**src/rtl/core/xmld_pkg.sv**
```systemverilog
// xmld_pkg: shared types, constants and helpers for the xml message deframer
// no dependencies; imported by xml_message_deframer, its checker and its bench
package xmld_pkg;

   localparam int MAX_NAME_LENGTH_DEF = 64;

   localparam logic [7:0] CHAR_LT    = 8'h3C;  // '<'
   localparam logic [7:0] CHAR_SLASH = 8'h2F;  // '/'
   localparam logic [7:0] CHAR_GT    = 8'h3E;  // '>'

   typedef enum logic [1:0] {
      PH_HUNT  = 2'd0,
      PH_NAME  = 2'd1,
      PH_MATCH = 2'd2
   } phase_type;

   function automatic logic is_name_char(input logic [7:0] c);
      logic upper, lower, digit;
      upper = (c >= 8'h41) && (c <= 8'h5A);
      lower = (c >= 8'h61) && (c <= 8'h7A);
      digit = (c >= 8'h30) && (c <= 8'h39);
      return upper || lower || digit || (c == 8'h5F);
   endfunction

endpackage

```
**src/rtl/core/xml_message_deframer.sv**
```systemverilog
// xml_message_deframer: root element deframer for a stream of concatenated xml messages
// depends on xmld_pkg; name store is a local memory with a registered read port
//
// Usage:
//   req channel (req_valid/req_stall/req_data_byte) takes one character per beat.
//   rsp channel (rsp_valid/rsp_stall/rsp_*) returns one beat per request beat:
//   the character unchanged, message_end on the final '>' of the close tag
//   "</name>" matching the leading element, and name_overflow when the leading
//   name runs past MAX_NAME_LENGTH characters (the hunt for '<' then restarts).
//   An accepted request beat raises rsp_valid in the next cycle.
//   Throughput is one beat per cycle unless stalled: each byte is decided
//   combinationally from the phase register and one name character prefetched
//   from the name store, whose read address follows the next match position.
//   A single output register holds the result; req_stall is raised only while
//   that register is full and the receiver stalls, so a stalled result holds
//   and nothing is lost or repeated.
//   Reset (synchronous) returns to hunting for '<' and empties the output
//   register; the name store is not cleared and needs no clearing pass.
module xml_message_deframer #(
   parameter int MAX_NAME_LENGTH = xmld_pkg::MAX_NAME_LENGTH_DEF
) (
   input  logic       clock,
   input  logic       reset,
   input  logic       req_valid,
   output logic       req_stall,
   input  logic [7:0] req_data_byte,
   output logic       rsp_valid,
   input  logic       rsp_stall,
   output logic [7:0] rsp_out_byte,
   output logic       rsp_message_end,
   output logic       rsp_name_overflow
);
   import xmld_pkg::*;

   localparam int LEN_W  = $clog2(MAX_NAME_LENGTH + 1);
   localparam int POS_W  = $clog2(MAX_NAME_LENGTH + 3);
   localparam int ADDR_W = (MAX_NAME_LENGTH > 1) ? $clog2(MAX_NAME_LENGTH) : 1;
   localparam logic [LEN_W-1:0] MAX_LEN = LEN_W'(MAX_NAME_LENGTH);
   localparam logic [POS_W-1:0] POS_TWO = POS_W'(2);

   phase_type        phase_ff, phase_in;
   logic [LEN_W-1:0] len_ff, len_in;
   logic [POS_W-1:0] pos_ff, pos_in;
   logic [7:0]       name_mem [MAX_NAME_LENGTH];
   logic [7:0]       name_rd_ff;
   logic             wr_en;
   logic [POS_W-1:0] rd_idx;

   logic             rsp_valid_ff;
   logic [7:0]       out_byte_ff;
   logic             message_end_ff, name_overflow_ff;

   logic             accept;
   logic             is_name;
   logic [POS_W-1:0] m_pos, m_pos_next, len_ext;
   logic [7:0]       expected;
   logic             m_hit, m_done;
   logic             end_in, ovf_in;

   assign req_stall = rsp_valid_ff & rsp_stall;
   assign accept    = req_valid & ~req_stall;
   assign is_name   = is_name_char(req_data_byte);
   assign len_ext   = POS_W'(len_ff);

   // close tag matcher, starting position depends on phase
   always_comb begin
      m_pos = (phase_ff == PH_MATCH) ? pos_ff : '0;
      if (m_pos == '0) begin
         expected = CHAR_LT;
      end else if (m_pos == POS_W'(1)) begin
         expected = CHAR_SLASH;
      end else if ((m_pos - POS_TWO) < len_ext) begin
         expected = name_rd_ff;
      end else begin
         expected = CHAR_GT;
      end
      m_hit  = (req_data_byte == expected);
      m_done = m_hit && (m_pos == (len_ext + POS_TWO));
      if (m_hit) begin
         m_pos_next = m_done ? '0 : m_pos + POS_W'(1);
      end else begin
         m_pos_next = (req_data_byte == CHAR_LT) ? POS_W'(1) : '0;
      end
   end

   always_comb begin
      phase_in = phase_ff;
      len_in   = len_ff;
      pos_in   = pos_ff;
      wr_en    = 1'b0;
      end_in   = 1'b0;
      ovf_in   = 1'b0;
      if (accept) begin
         case (phase_ff)
            PH_NAME: begin
               if (is_name) begin
                  if (len_ff < MAX_LEN) begin
                     wr_en  = 1'b1;
                     len_in = len_ff + LEN_W'(1);
                  end else begin
                     ovf_in   = 1'b1;
                     len_in   = '0;
                     phase_in = PH_HUNT;
                  end
               end else if (len_ff == '0) begin
                  phase_in = (req_data_byte == CHAR_LT) ? PH_NAME : PH_HUNT;
               end else begin
                  pos_in   = m_pos_next;
                  end_in   = m_done;
                  phase_in = m_done ? PH_HUNT : PH_MATCH;
               end
            end
            PH_MATCH: begin
               pos_in   = m_pos_next;
               end_in   = m_done;
               phase_in = m_done ? PH_HUNT : PH_MATCH;
            end
            default: begin
               phase_in = PH_HUNT;
               if (req_data_byte == CHAR_LT) begin
                  phase_in = PH_NAME;
                  len_in   = '0;
               end
            end
         endcase
      end
   end

   // prefetch the name character for the next match position
   assign rd_idx = pos_in - POS_TWO;

   always_ff @(posedge clock) begin
      if (wr_en) begin
         name_mem[len_ff[ADDR_W-1:0]] <= req_data_byte;
      end
      name_rd_ff <= name_mem[rd_idx[ADDR_W-1:0]];
   end

   always_ff @(posedge clock) begin
      if (reset) begin
         phase_ff <= PH_HUNT;
         len_ff   <= '0;
         pos_ff   <= '0;
      end else begin
         phase_ff <= phase_in;
         len_ff   <= len_in;
         pos_ff   <= pos_in;
      end
   end

   always_ff @(posedge clock) begin
      if (reset) begin
         rsp_valid_ff <= 1'b0;
      end else if (accept) begin
         rsp_valid_ff <= 1'b1;
      end else if (~rsp_stall) begin
         rsp_valid_ff <= 1'b0;
      end
   end

   always_ff @(posedge clock) begin
      if (accept) begin
         out_byte_ff      <= req_data_byte;
         message_end_ff   <= end_in;
         name_overflow_ff <= ovf_in;
      end
   end

   assign rsp_valid         = rsp_valid_ff;
   assign rsp_out_byte      = out_byte_ff;
   assign rsp_message_end   = message_end_ff;
   assign rsp_name_overflow = name_overflow_ff;

endmodule

```
**config.mk**
```make
export PLATFORM = sky130hd
export DESIGN_NAME = xml_message_deframer
export DESIGN_NICKNAME = d
export VERILOG_FILES = /design/src/rtl/core/xmld_pkg.sv /design/src/rtl/core/xml_message_deframer.sv
export SDC_FILE = /design/constraint.sdc
export NUM_CORES = 1
export LEC_CHECK = 0
export BUFFER_PORTS_ARGS = -buffer_cell sky130_fd_sc_hd__buf_2
export CORE_UTILIZATION = 40
export DETAILED_ROUTE_END_ITERATION = 16
export GPL_ROUTABILITY_DRIVEN = 1
export PLACE_DENSITY = 0.6
export SYNTH_ARGS = -nofsm -noshare
export SYNTH_HDL_FRONTEND = slang
export SYNTH_SLANG_ARGS = --single-unit
```
**constraint.sdc**
```tcl
create_clock -name clock -period 12.11 [get_ports clock]
set_input_delay 1.211 -clock clock [delete_from_list [all_inputs] [get_ports clock]]
set_output_delay 1.211 -clock clock [all_outputs]
set_load 0.02 [all_outputs]
```
# == Word-level counts from Yosys, hierarchy flattened ==
# Memory sizes are Yosys's and may differ from the RTL's. A register that Yosys moved wholly into a read port is not among the register bits.
# Cells that the tools add are included.
# Widths: inputs -> output; s select.
# word_totals
memories,1
reg_bits,27
inputBits,12
mem_bits_rw,512
# op_classes
reduce_logical,13
magnitude_cmp,8
addsub,5
n_bitwise,4
eq_ne,10
mux,33
# mem_list
memory,depth,width,read_ports,rd_clocked_by_memory_dff,wr,line_no,text
name_mem,64,8,1,1,1,xml_message_deframer.sv:44,logic [7:0] name_mem [MAX_NAME_LENGTH];
# op_table
operator,count
$mux 7,9
$pmux 7 s2,2
$mux 8,3
$ge 8x7->1 const B,2
$le 8x7->1 const B,2
$add 7x1->7 const B,2
$logic_not 7->1,2
$mux 1,13
$eq 8x6->1 const B,1
$eq 8x7->1 const B,1
$eq 8x8->1,1
$ge 8x6->1 const B,1
$le 8x6->1 const B,1
$mux 2,4
$add 7x2->7 const B,1
$eq 7x1->1 const B,1
$eq 7x7->1,1
$lt 7x7->1,1
$lt 7x7->1 const B,1
$sub 7x2->7 const B,1
$sub 6x2->6 const B,1
$logic_and 1x1->1,4
$pmux 2 s2,1
$reduce_and 2->1,2
other kinds (11),15

# == Logic depth before layout (Yosys ltp) ==
# Gate-level depths: netlist of the first run.
# depth
ltp_word,16
ltp_mapped,29
mapped_depth_nobuf,21

# == Worst setup path after synthesis of the first run ==
# OpenSTA, ideal clock, no wires.
# synth_timing
kind,register -> register
from,reg phase_ff[0]
to,reg name_rd_ff[6] (read register of name_mem)
period_less_slack_ps,6238
path_stages_with_launch,30
setup_time_ps,130
path_buffers,9
arrival_time_ps,6108
path_slack_ps,5872
cell_sequence,dfxtp_1 inv_1 ha_1 clkbuf_1 buf_2 buf_1 nand2_1 inv_1 ha_1 inv_1 ha_1 a21oi_1 a21oi_1 a211oi_1 mux2_2 a2111oi_0 a21bo_2 clkbuf_1 inv_2 buf_1 buf_1 ha_1 clkbuf_1 clkinv_1 clkbuf_1 clkbuf_1 o211ai_1 o311ai_0 a221oi_1 o22ai_1
# synth_between
elab_chain_cells,16
elab_cells_between_ends,21
cone_classes,3 x add/sub; 1 x order compare; 5 x eq/ne; 10 x mux; 2 x reduce/logical
# synth_rtl
element,line_no,text
"start, declared",xml_message_deframer.sv:41,"phase_type phase_ff, phase_in;"
"start signal, assigned",xml_message_deframer.sv:145,phase_ff <= phase_in;
$eq 2x2->1,"xml_message_deframer.sv:67, xml_message_deframer.sv:94",
$mux 7,xml_message_deframer.sv:67,m_pos = (phase_ff == PH_MATCH) ? pos_ff : '0;
$sub 7x2->7,xml_message_deframer.sv:72,end else if ((m_pos - POS_TWO) < len_ext) begin
$lt 7x7->1,xml_message_deframer.sv:72,
$mux 8,xml_message_deframer.sv:72,
$mux 8,xml_message_deframer.sv:70,end else if (m_pos == POS_W'(1)) begin
$mux 8,xml_message_deframer.sv:68,if (m_pos == '0) begin
$eq 8x8->1,xml_message_deframer.sv:77,m_hit = (req_data_byte == expected);
$logic_and 1x1->1,xml_message_deframer.sv:78,m_done = m_hit && (m_pos == (len_ext + POS_TWO));
$mux 7,xml_message_deframer.sv:80,m_pos_next = m_done ? '0 : m_pos + POS_W'(1);
$mux 7,xml_message_deframer.sv:79,if (m_hit) begin
$mux 7,xml_message_deframer.sv:105,end else if (len_ff == '0) begin
$mux 7,xml_message_deframer.sv:96,if (is_name) begin
$pmux 7 s2 (*),xml_message_deframer.sv:94,case (phase_ff)
$mux 7 (*),xml_message_deframer.sv:93,if (accept) begin
$sub 6x2->6 (*),xml_message_deframer.sv:130,assign rd_idx = pos_in - POS_TWO;
"end, declared",xml_message_deframer.sv:45,logic [7:0] name_rd_ff;
# Mark *: on every way between the ends. The rest lies on a longest branch, timed or not.
# A chain may end at the register's enable or synchronous reset.

# == Final worst setup path of the first run ==
# layout_timing
from,reg pos_ff[3]
to,reg name_rd_ff[7] (read register of name_mem)
# layout_between
elab_chain_cells,15
elab_cells_between_ends,19
cone_classes,3 x add/sub; 1 x order compare; 3 x eq/ne; 10 x mux; 2 x reduce/logical
# layout_rtl
element,line_no,text
"start, declared",xml_message_deframer.sv:43,"logic [POS_W-1:0] pos_ff, pos_in;"
"start signal, assigned",xml_message_deframer.sv:147,pos_ff <= pos_in;
$mux 7,xml_message_deframer.sv:67,
$sub 7x2->7,xml_message_deframer.sv:72,
$lt 7x7->1,xml_message_deframer.sv:72,
$mux 8,xml_message_deframer.sv:72,
$mux 8,xml_message_deframer.sv:70,
$mux 8,xml_message_deframer.sv:68,
$eq 8x8->1,xml_message_deframer.sv:77,
$logic_and 1x1->1,xml_message_deframer.sv:78,
$mux 7,xml_message_deframer.sv:80,
$mux 7,xml_message_deframer.sv:79,
$mux 7,xml_message_deframer.sv:105,
$mux 7,xml_message_deframer.sv:96,
$pmux 7 s2,xml_message_deframer.sv:94,
$mux 7 (*),xml_message_deframer.sv:93,
$sub 6x2->6 (*),xml_message_deframer.sv:130,
# Marks and branches as above.

==> metrics.yaml, run 1 <==
syn_nets: 1444
drc: 0
multi_input_area_um2: 6210
cts_tree: "done"
clockBufferDepth: 3
grt_max_degree: 84
reg2reg_from: "pos_ff[3]$_SDFF_PP0_"
regToRegSetupSlack_ns: 4.27
path_max_fanout: 48
die_w_um: 241
fin_skew_ns: 0.0146
whs_path_depth: 2
ir_drop_mv: 0.0945
pwr-share-comb_pct: 1.7
synthFlopType: "edfxtp_1"
insertion_delay_ns: 0.60
crit_path_end: "name_rd_ff[7]$_DFF_P_"
fillers: 4978
ctsRootBufferMaster: "clkbuf_16"
start_kind: "flop"
p_int_mw: 3.00
antenna_found_initial: 0
rsz0062_at_grt: "false"
synthTopCellsByCount: "522 x edfxtp_1, 133 x mux2i_1, 132 x nand2_1"
finalSetupViolCount: 0
synth_area_per_cell_um2: 16.2
synth.area.top_cells: "edfxtp_1 69%, mux4_2 6.4%, mux2i_1 5.8%, dfxtp_1 2.2%, nand2_1 2.2%"
drt_pre_antenna_iters: 5
worstPathArrival_ns: 8.29
synth_most_common_cell: "edfxtp_1"
seqPwrFrac_pct: 55.0
yosys_register_bits: 547
synth_edf_count: 522
fin_tns_setup_ns: 0
core_area_um2: 56400
yosysWarnings: 0
wl_per_cell_um: 25.0
post_layout_nonfiller_instances: 2248
ys_seq_area_share_pct: 70.8
h-tree-depth: 2
grt_pass1_vias: 12500
regArea_um2: 16200
place_congestion: 0.857
die_area_um2: 58100
rows: 87
post_cts_resized: 0
hold_buffers: 0
die_y_um: 241
syn_area_um2: 22800
crit_start: "pos_ff[3]$_SDFF_PP0_"
layout.nets: 1478
rr_endpoint: "name_rd_ff[7]$_DFF_P_"
switching_share_pct: 20.3
drv_slew: 0
num_antenna_cells: 0
reg2reg_depth: 19
leakagePower_nw: 8.89
crit_path_end_kind: "flop"
worstMarginPinSlew_ns: 1.11
grt_pass1_wl_um: 83400
via_per_inst: 5.63
hold_viol: 0
required_ns: 12.56
final.min_clock_period_ns: 7.84
first_iter_violations: 1180
grt_overflow: 0
yosysTopAreaCellShare_pct: 68.6
dp_cells: 2144
max-slew-margin-rel_pct: 25.4
clkPwrFrac_pct: 43.3
drive_gt1_share_pct: 13.6
cts_setup_buffers: 0
clk_pin_slew_worst_paths_ns: 0.06
cts_sinks: 547
hp-class: "reg2reg"
crit_type: "reg2reg"
max-cap-violations: 0
ys_async_sr_fraction_pct: 0
dp.final_hpwl_um: 35000
yosysTopAreaCell: "edfxtp_1"
fmax_mhz: 128
syn_to_final_growth_pct: 11.4
ys_types: 73
grtUsageTotal_pct: 19.8
numCtsBuffers: 56
ios: 24
drt_wl_total_um: 56100
switchingPower_uw: 763
initial_core_util_pct: 40.5
dr_total_vias: 12700
syn_inst: 1412
antenna_left: 0
status: "finished clean"
portBuffers: 23
power_density_nw_per_um2: 148
fin_crit_sh_pct: 64.7
==> flip-flops by register name (all words and copies together), names as in the netlist <==
register and count:
rsp_out_byte 8, rsp_message_end 1, name_rd_ff 8, name_mem 512, len_ext 7, rsp_valid 1
rsp_name_overflow 1, phase_ff 2, pos_ff 7
==> layout by cell type (no fill, tap or decap), types with 13 or more instances in the layout <==
master     synthesis  final
edfxtp_1         522    522
dfxtp_1           25     25
nand2_1          132    132
inv_1             21     21
mux2i_1          133    133
clkinv_1           1     19
o211ai_1          24     24
mux4_2            65     65
buf_4             10     22
o21ai_0           18     18
a21oi_1           23     23
buf_2             14     23
nor3_1            16     16
nor2_1           109    108
ha_1              20     20
clkbuf_16          0     57
nand3_1           47     47
clkbuf_1          29     13
a32o_1            15     15
==> critical path, cell delays in order (launching register included) <==
cell,delay (ns)
dfxtp_1,0.41
or3_1,0.44
or2_2,0.33
or3_1,0.31
nand3_1,0.09
ha_1,0.25
a21oi_1,0.15
o21ai_1,0.14
a211oi_1,0.46
mux2_2,0.43
a2111oi_0,0.58
a21bo_2,0.92
inv_2,0.50
ha_1,0.45
inv_2,0.08
buf_4,0.57
nor3_1,0.34
a32o_1,0.34
a211oi_1,0.70
o211ai_1,0.15
==> per-layer routing <==
layer | vias up | GRT usage [%] | wire (um)
li1 | 5626 | - | -
met1 | 6493 | 27.7 | 24300
met2 | 470 | 30.8 | 26200
met3 | 78 | 4.17 | 3990
met4 | 0 | 6.71 | 1590
met5 | - | 0 | 0
==> area by class of cell <==
type | instances | area share (%)
clock inverters | 31 | 0.763
multi-input cells | 772 | 24.4
clock buffers | 73 | 5.96
flip-flops and latches | 547 | 63.6
well taps | 756 | 3.72
repair buffers | 46 | 1.18
inverters | 23 | 0.339
==> power groups by stage <==
stage	registers [mW]	clock network [mW]	logic [mW]
2_1_floorplan	2.12	0	0.0153
3_3_place_gp	2.11	0	0.0643
3_5_place_dp	2.11	0	0.0656
4_1_cts	2.07	1.66	0.0656
5_1_grt	2.07	1.73	0.0693
6_report	2.07	1.63	0.0648
==> through the flow <==
step | total power [mW] | worst slack [ns] | hold WS [ns] | cell area [um^2] | util [%]
floorplan | 2.13 | 5.87 | 0.487 | 22800 | -
global placement | 2.18 | 4.53 | 0.509 | 23700 | 42.1
detailed placement | 2.18 | 4.45 | 0.534 | 23700 | 42.1
CTS | 3.79 | 4.41 | 0.549 | 25400 | 45.1
global route | 3.87 | 3.95 | 0.576 | 25400 | 45.1
finish | 3.77 | 4.27 | 0.546 | 25400 | 45.1
==> cells by family (layout without fill, tap and decap cells) <==
| group | after synthesis | in the layout | share of synthesized area, % |
|---|---|---|---|
| AOI/OAI and AO/OA | 159 | 159 | 5.20 |
| DFF | 547 | 547 | 70.8 |
| muxes | 205 | 205 | 12.6 |
| adders and majority gates | 20 | 20 | 1.10 |
| and+or+nand+nor | 369 | 369 | 7.34 |
| buffers and inverters | 93 | 173 | 2.11 |
| xor gates and xnor gates | 19 | 19 | 0.849 |
==> how the worst min path moves through the flow <==
stage / start / endpoint / slack, ns
4_1_cts: phase_ff[0]$_SDFFE_PP0P_ / phase_ff[0]$_SDFFE_PP0P_ / 0.55
3_3_place_gp: phase_ff[1]$_SDFFE_PP0P_ / phase_ff[1]$_SDFFE_PP0P_ / 0.51
5_1_grt: phase_ff[0]$_SDFFE_PP0P_ / phase_ff[0]$_SDFFE_PP0P_ / 0.58
2_1_floorplan: phase_ff[0]$_SDFFE_PP0P_ / phase_ff[0]$_SDFFE_PP0P_ / 0.49
3_5_place_dp: phase_ff[0]$_SDFFE_PP0P_ / phase_ff[0]$_SDFFE_PP0P_ / 0.53
6_report: phase_ff[0]$_SDFFE_PP0P_ / phase_ff[0]$_SDFFE_PP0P_ / 0.55
Power figures use the tool's default switching activity.
==> inputs of run 2 (changes only) <==
- clock period: 12.11 -> 7.25 ns (I/O delays scaled with it)
==> metrics.yaml, run 2 (synthesis gave the netlist of run 1 again) <==
post_cts_resized: 0  # unchanged
fin_skew_ns: 0.0275  # +0.0128 ns
multi_input_area_um2: 6210  # unchanged
rows: 87  # unchanged
grt_max_degree: 58  # -31%
rr_endpoint: "name_rd_ff[5]$_DFF_P_"
cts_tree: "done"
dp.final_hpwl_um: 35900  # +2.7%
leakagePower_nw: 9.08  # +2.0%
worstMarginPinSlew_ns: 1.09  # -0.0162 ns
portBuffers: 23  # unchanged
clockBufferDepth: 3  # unchanged
layout_commonest_cell: "edfxtp_1"
drt_pre_antenna_iters: 5  # unchanged
numCtsBuffers: 57  # +1.8%
grtUsageTotal_pct: 19.6  # -0.21 points
dr_total_vias: 12800  # +1.3%
place_congestion: 0.886  # +3.3%
regToRegSetupSlack_ns: 0.62  # -3.65 ns
core_area_um2: 56400  # unchanged
cts_sinks: 547  # unchanged
cts_setup_buffers: 0  # unchanged
syn_to_final_growth_pct: 12.8
regArea_um2: 16200  # unchanged
crit_path_end_kind: "flop"
reg2reg_depth: 19  # unchanged
hp-start: "req_valid"
ctsRootBufferMaster: "clkbuf_16"
required_ns: 7.74  # -4.82 ns
hold_path_end: "rsp_valid$_SDFFE_PP0P_"
layout.nets: 1501  # +1.6%
drc: 0  # unchanged
clk_pin_slew_worst_paths_ns: 0.06  # about the same
drv_slew: 0  # unchanged
grt_pass1_vias: 12500  # +0.15%
setup_slack_ns: 0.624  # -3.65 ns
first_iter_violations: 1269  # +7.5%
status: "finished clean"
pre_cts_slack_ns: 0.839  # -3.61 ns
wl_per_cell_um: 24.5  # -2.0%
antenna_left: 0  # unchanged
h-tree-depth: 2  # unchanged
hp-class: "in2reg"
fin_tns_setup_ns: 0  # unchanged
die_area_um2: 58100  # unchanged
worstPathArrival_ns: 7.12  # -1.17 ns
grt_overflow: 0  # unchanged
hold_viol: 0  # unchanged
reg2reg_from: "pos_ff[3]$_SDFF_PP0_"
insertion_delay_ns: 0.63  # +0.03 ns
fmax_mhz: 151  # +18%
max-cap-violations: 0  # unchanged
ios: 24  # unchanged
antenna_found_initial: 2  # +2
hold_buffers: 0  # unchanged
final.min_clock_period_ns: 6.63  # -1.21 ns
num_antenna_cells: 0  # unchanged
whs_path_depth: 3  # +1
final_cell_mix: "522 x edfxtp_1, 133 x mux2i_1, 132 x nand2_1"
rsz0062_at_grt: "false"
drt_wl_total_um: 55600  # -0.93%
max-slew-margin-rel_pct: 26.8  # +1.4 points
path_max_fanout: 29  # -40%
crit_type: "reg2reg"
initial_core_util_pct: 40.5  # unchanged
largest_register_ffs: 512  # unchanged
grt_pass1_wl_um: 82900  # -0.55%
drive_gt1_share_pct: 15.4  # +1.8 points
fin_crit_sh_pct: 91.4  # +27 points
die_w_um: 241  # unchanged
die_y_um: 241  # unchanged
power_density_nw_per_um2: 251  # +70%
ir_drop_mv: 0.208  # +120%
fillers: 4942  # -0.72%
post-route-util_pct: 45.7  # +0.58 points
start_kind: "flop"
via_per_inst: 5.65  # +0.20%
finalSetupViolCount: 0  # unchanged
-- run 2: cell type report --
type,count,share of cell area [%]
repair buffers,68,1.90
clock buffers,72,5.84
multi-input cells,772,24.1
well taps,756,3.67
flip-flops and latches,547,62.8
clock inverters,34,1.33
inverters,23,0.335
-- run 2: worst max-delay path, stage by stage (launching register included) --
cell and delay [ns]:
dfxtp_1 0.41, or3_1 0.44, or2_2 0.33, or3_1 0.31
nand3_1 0.09, ha_1 0.25, a21oi_1 0.15, o21ai_1 0.14
a211oi_1 0.58, mux2_2 0.44, and2_1 0.21, a2111oi_1 0.56
or2_4 0.57, buf_12 0.29, buf_4 0.26, mux4_2 0.52
nand2_1 0.08, nand2_1 0.11, a211oi_1 0.56, o211ai_1 0.14
-- run 2: worst max path at each step --
stage	slack (ns)	from	to
global placement	0.91	pos_ff[3]$_SDFF_PP0_	name_rd_ff[5]$_DFF_P_
global route	0.38	pos_ff[3]$_SDFF_PP0_	name_rd_ff[5]$_DFF_P_
detailed placement	0.84	pos_ff[3]$_SDFF_PP0_	name_rd_ff[5]$_DFF_P_
finish	0.62	pos_ff[3]$_SDFF_PP0_	name_rd_ff[5]$_DFF_P_
CTS	0.80	pos_ff[3]$_SDFF_PP0_	name_rd_ff[5]$_DFF_P_
floorplan	1.01	phase_ff[0]$_SDFFE_PP0P_	name_rd_ff[6]$_DFF_P_
-- run 2: routing by layer --
layer	up-vias	wire, um	global-route usage, %	share of wire, %
li1	5676	-	-	-
met4	2	1610	6.79	2.9
met5	-	16	0	0.029
met2	474	25400	30.0	46
met1	6585	24900	28.5	45
met3	91	3670	2.91	6.6
-- run 2: power by group --
group | internal [mW] | switching (mW) | total [mW]
clock | 1.68 | 1.21 | 2.90
sequential | 3.46 | 0.00118 | 3.46
combinational | 0.0223 | 0.0854 | 0.108
total | 5.17 | 1.30 | 6.47
-- run 2: stage by stage --
stage | power, mW | cell area, um^2 | std cells | hold WS (ns)
final | 6.47 | 25800 | 2272 | 0.334
after global routing | 6.64 | 25800 | 2272 | 0.332
after CTS | 6.52 | 25800 | 2272 | 0.309
after detailed placement | 3.64 | 23900 | 2166 | 0.529
after global placement | 3.63 | 23900 | 2166 | 0.504
after floorplan | 3.56 | 22800 | 1412 | 0.487
==> inputs of run 3 (changes only) <==
- CORE_ASPECT_RATIO: default -> 0.5
==> metrics.yaml, run 3 (synthesis gave the netlist of run 1 again) <==
status: "finished clean"
leakagePower_nw: 8.86  # -2.4%
setup_slack_ns: 0.497  # -0.126 ns
max-slew-margin-rel_pct: 28.2  # +1.4 points
dp.final_hpwl_um: 35700  # -0.74%
antenna_found_initial: 3  # +1
worstPathArrival_ns: 7.23  # +0.11 ns
syn_to_final_growth_pct: 10.9
grt_pass1_vias: 12500  # +0.088%
place_congestion: 0.859  # -3.0%
layout_commonest_cell: "edfxtp_1"
die_area_um2: 58100  # +0.10%
final.min_clock_period_ns: 6.75  # +0.126 ns
die_w_um: 340  # +41%
clk_pin_slew_worst_paths_ns: 0.07  # about the same
hp-class: "in2reg"
worstMarginPinSlew_ns: 1.07  # -0.0253 ns
finalSetupViolCount: 0  # unchanged
fin_crit_sh_pct: 93.1  # +1.7 points
dp_cells: 2146  # -0.92%
grt_pass1_wl_um: 83300  # +0.42%
cts_setup_buffers: 0  # unchanged
insertion_delay_ns: 0.58  # -0.05 ns
drt_pre_antenna_iters: 6  # +1
antenna_left: 0  # unchanged
layout.nets: 1474  # -1.8%
pre_cts_slack_ns: 0.576  # -0.262 ns
drive_gt1_share_pct: 14.1  # -1.4 points
rsz0062_at_grt: "false"
totalPowerFinal_mw: 6.13  # -5.2%
clockBufferDepth: 3  # unchanged
cts_sinks: 547  # unchanged
drv_slew: 0  # unchanged
cts_tree: "done"
hold_buffers: 0  # unchanged
start_kind: "flop"
regToRegSetupSlack_ns: 0.50  # -0.13 ns
post_cts_resized: 0  # unchanged
initial_core_util_pct: 40.8  # +0.32 points
drc: 0  # unchanged
post_layout_nonfiller_instances: 2237  # -1.5%
fin_skew_ns: 0.0233  # -0.00412 ns
fin_tns_setup_ns: 0  # unchanged
path_max_fanout: 51  # +76%
grt_overflow: 0  # unchanged
largest_register_ffs: 512  # unchanged
drt_wl_total_um: 55800  # +0.39%
ctsRootBufferMaster: "clkbuf_16"
wl_per_cell_um: 24.9  # +2.0%
power_density_nw_per_um2: 242  # -3.6%
first_iter_violations: 1422  # +12%
grtUsageTotal_pct: 19.3  # -0.33 points
portBuffers: 23  # unchanged
ios: 24  # unchanged
core_area_um2: 55900  # -0.78%
required_ns: 7.73  # about the same
crit_path_end_kind: "flop"
fmax_mhz: 148  # -1.9%
ir_drop_mv: 0.176  # -15%
h-tree-depth: 2  # unchanged
grt_max_degree: 66  # +14%
hold_viol: 0  # unchanged
numCtsBuffers: 50  # -12%
dr_total_vias: 12700  # -0.84%
via_per_inst: 5.69  # +0.71%
final_cell_mix: "522 x edfxtp_1, 133 x mux2i_1, 132 x nand2_1"
crit_type: "reg2reg"
max-cap-violations: 0  # unchanged
die_y_um: 171  # -29%
rows: 61  # -30%
run 3: layout make-up:
class,instances,area [um^2]
multi-input cells,772,6210
flip-flops and latches,547,16200
clock buffers,66,1360
diodes,1,2.50
fillers,4772,30600
repair buffers,48,340
well taps,756,946
inverters,23,86.3
clock inverters,24,210
run 3: power breakdown:
group          leakage, nW  internal (mW)  switching (mW)  total (mW)
sequential            4.90           3.46         0.00118        3.46
combinational         3.18         0.0202          0.0816       0.102
clock                0.776           1.43            1.14        2.57
run 3: worst paths after layout:
kind                                  from                        to  cells after the start
setup / recovery      pos_ff[3]$_SDFF_PP0_     name_rd_ff[1]$_DFF_P_                     18
hold / removal                   req_valid    rsp_valid$_SDFFE_PP0P_                      3
setup reg to reg      pos_ff[3]$_SDFF_PP0_     name_rd_ff[1]$_DFF_P_                     18
hold reg to reg   phase_ff[0]$_SDFFE_PP0P_  phase_ff[0]$_SDFFE_PP0P_                      2
run 3: stage by stage:
stage                     hold WS [ns]  util, %  instance area (um^2)
after floorplan                  0.487        -                 22800
after global placement           0.513     42.5                 23800
after detailed placement         0.532     42.5                 23800
after CTS                        0.390     45.3                 25300
after global routing             0.402     45.3                 25300
final                            0.405     45.3                 25300
run 3: layer usage:
metal	GRT usage, %	vias to the layer above	part of all wire (%)
met4	4.76	2	2.2
met2	30.5	485	46
met5	0	-	0.023
met3	4.00	102	8.2
li1	-	5619	-
met1	27.2	6512	44
run 3: critical path, stage by stage, from the launching register on:
cell	delay, ns
dfxtp_1	0.41
or3_1	0.44
or2_2	0.33
or3_1	0.33
nand3_1	0.09
ha_1	0.25
a21oi_1	0.15
o21ai_1	0.15
a211oi_1	0.52
mux2_2	0.44
and2_1	0.20
a2111oi_1	0.58
or2_4	0.63
buf_4	0.80
mux2i_1	0.22
mux4_2	0.55
nand2_1	0.10
o211ai_1	0.19
o211ai_1	0.20
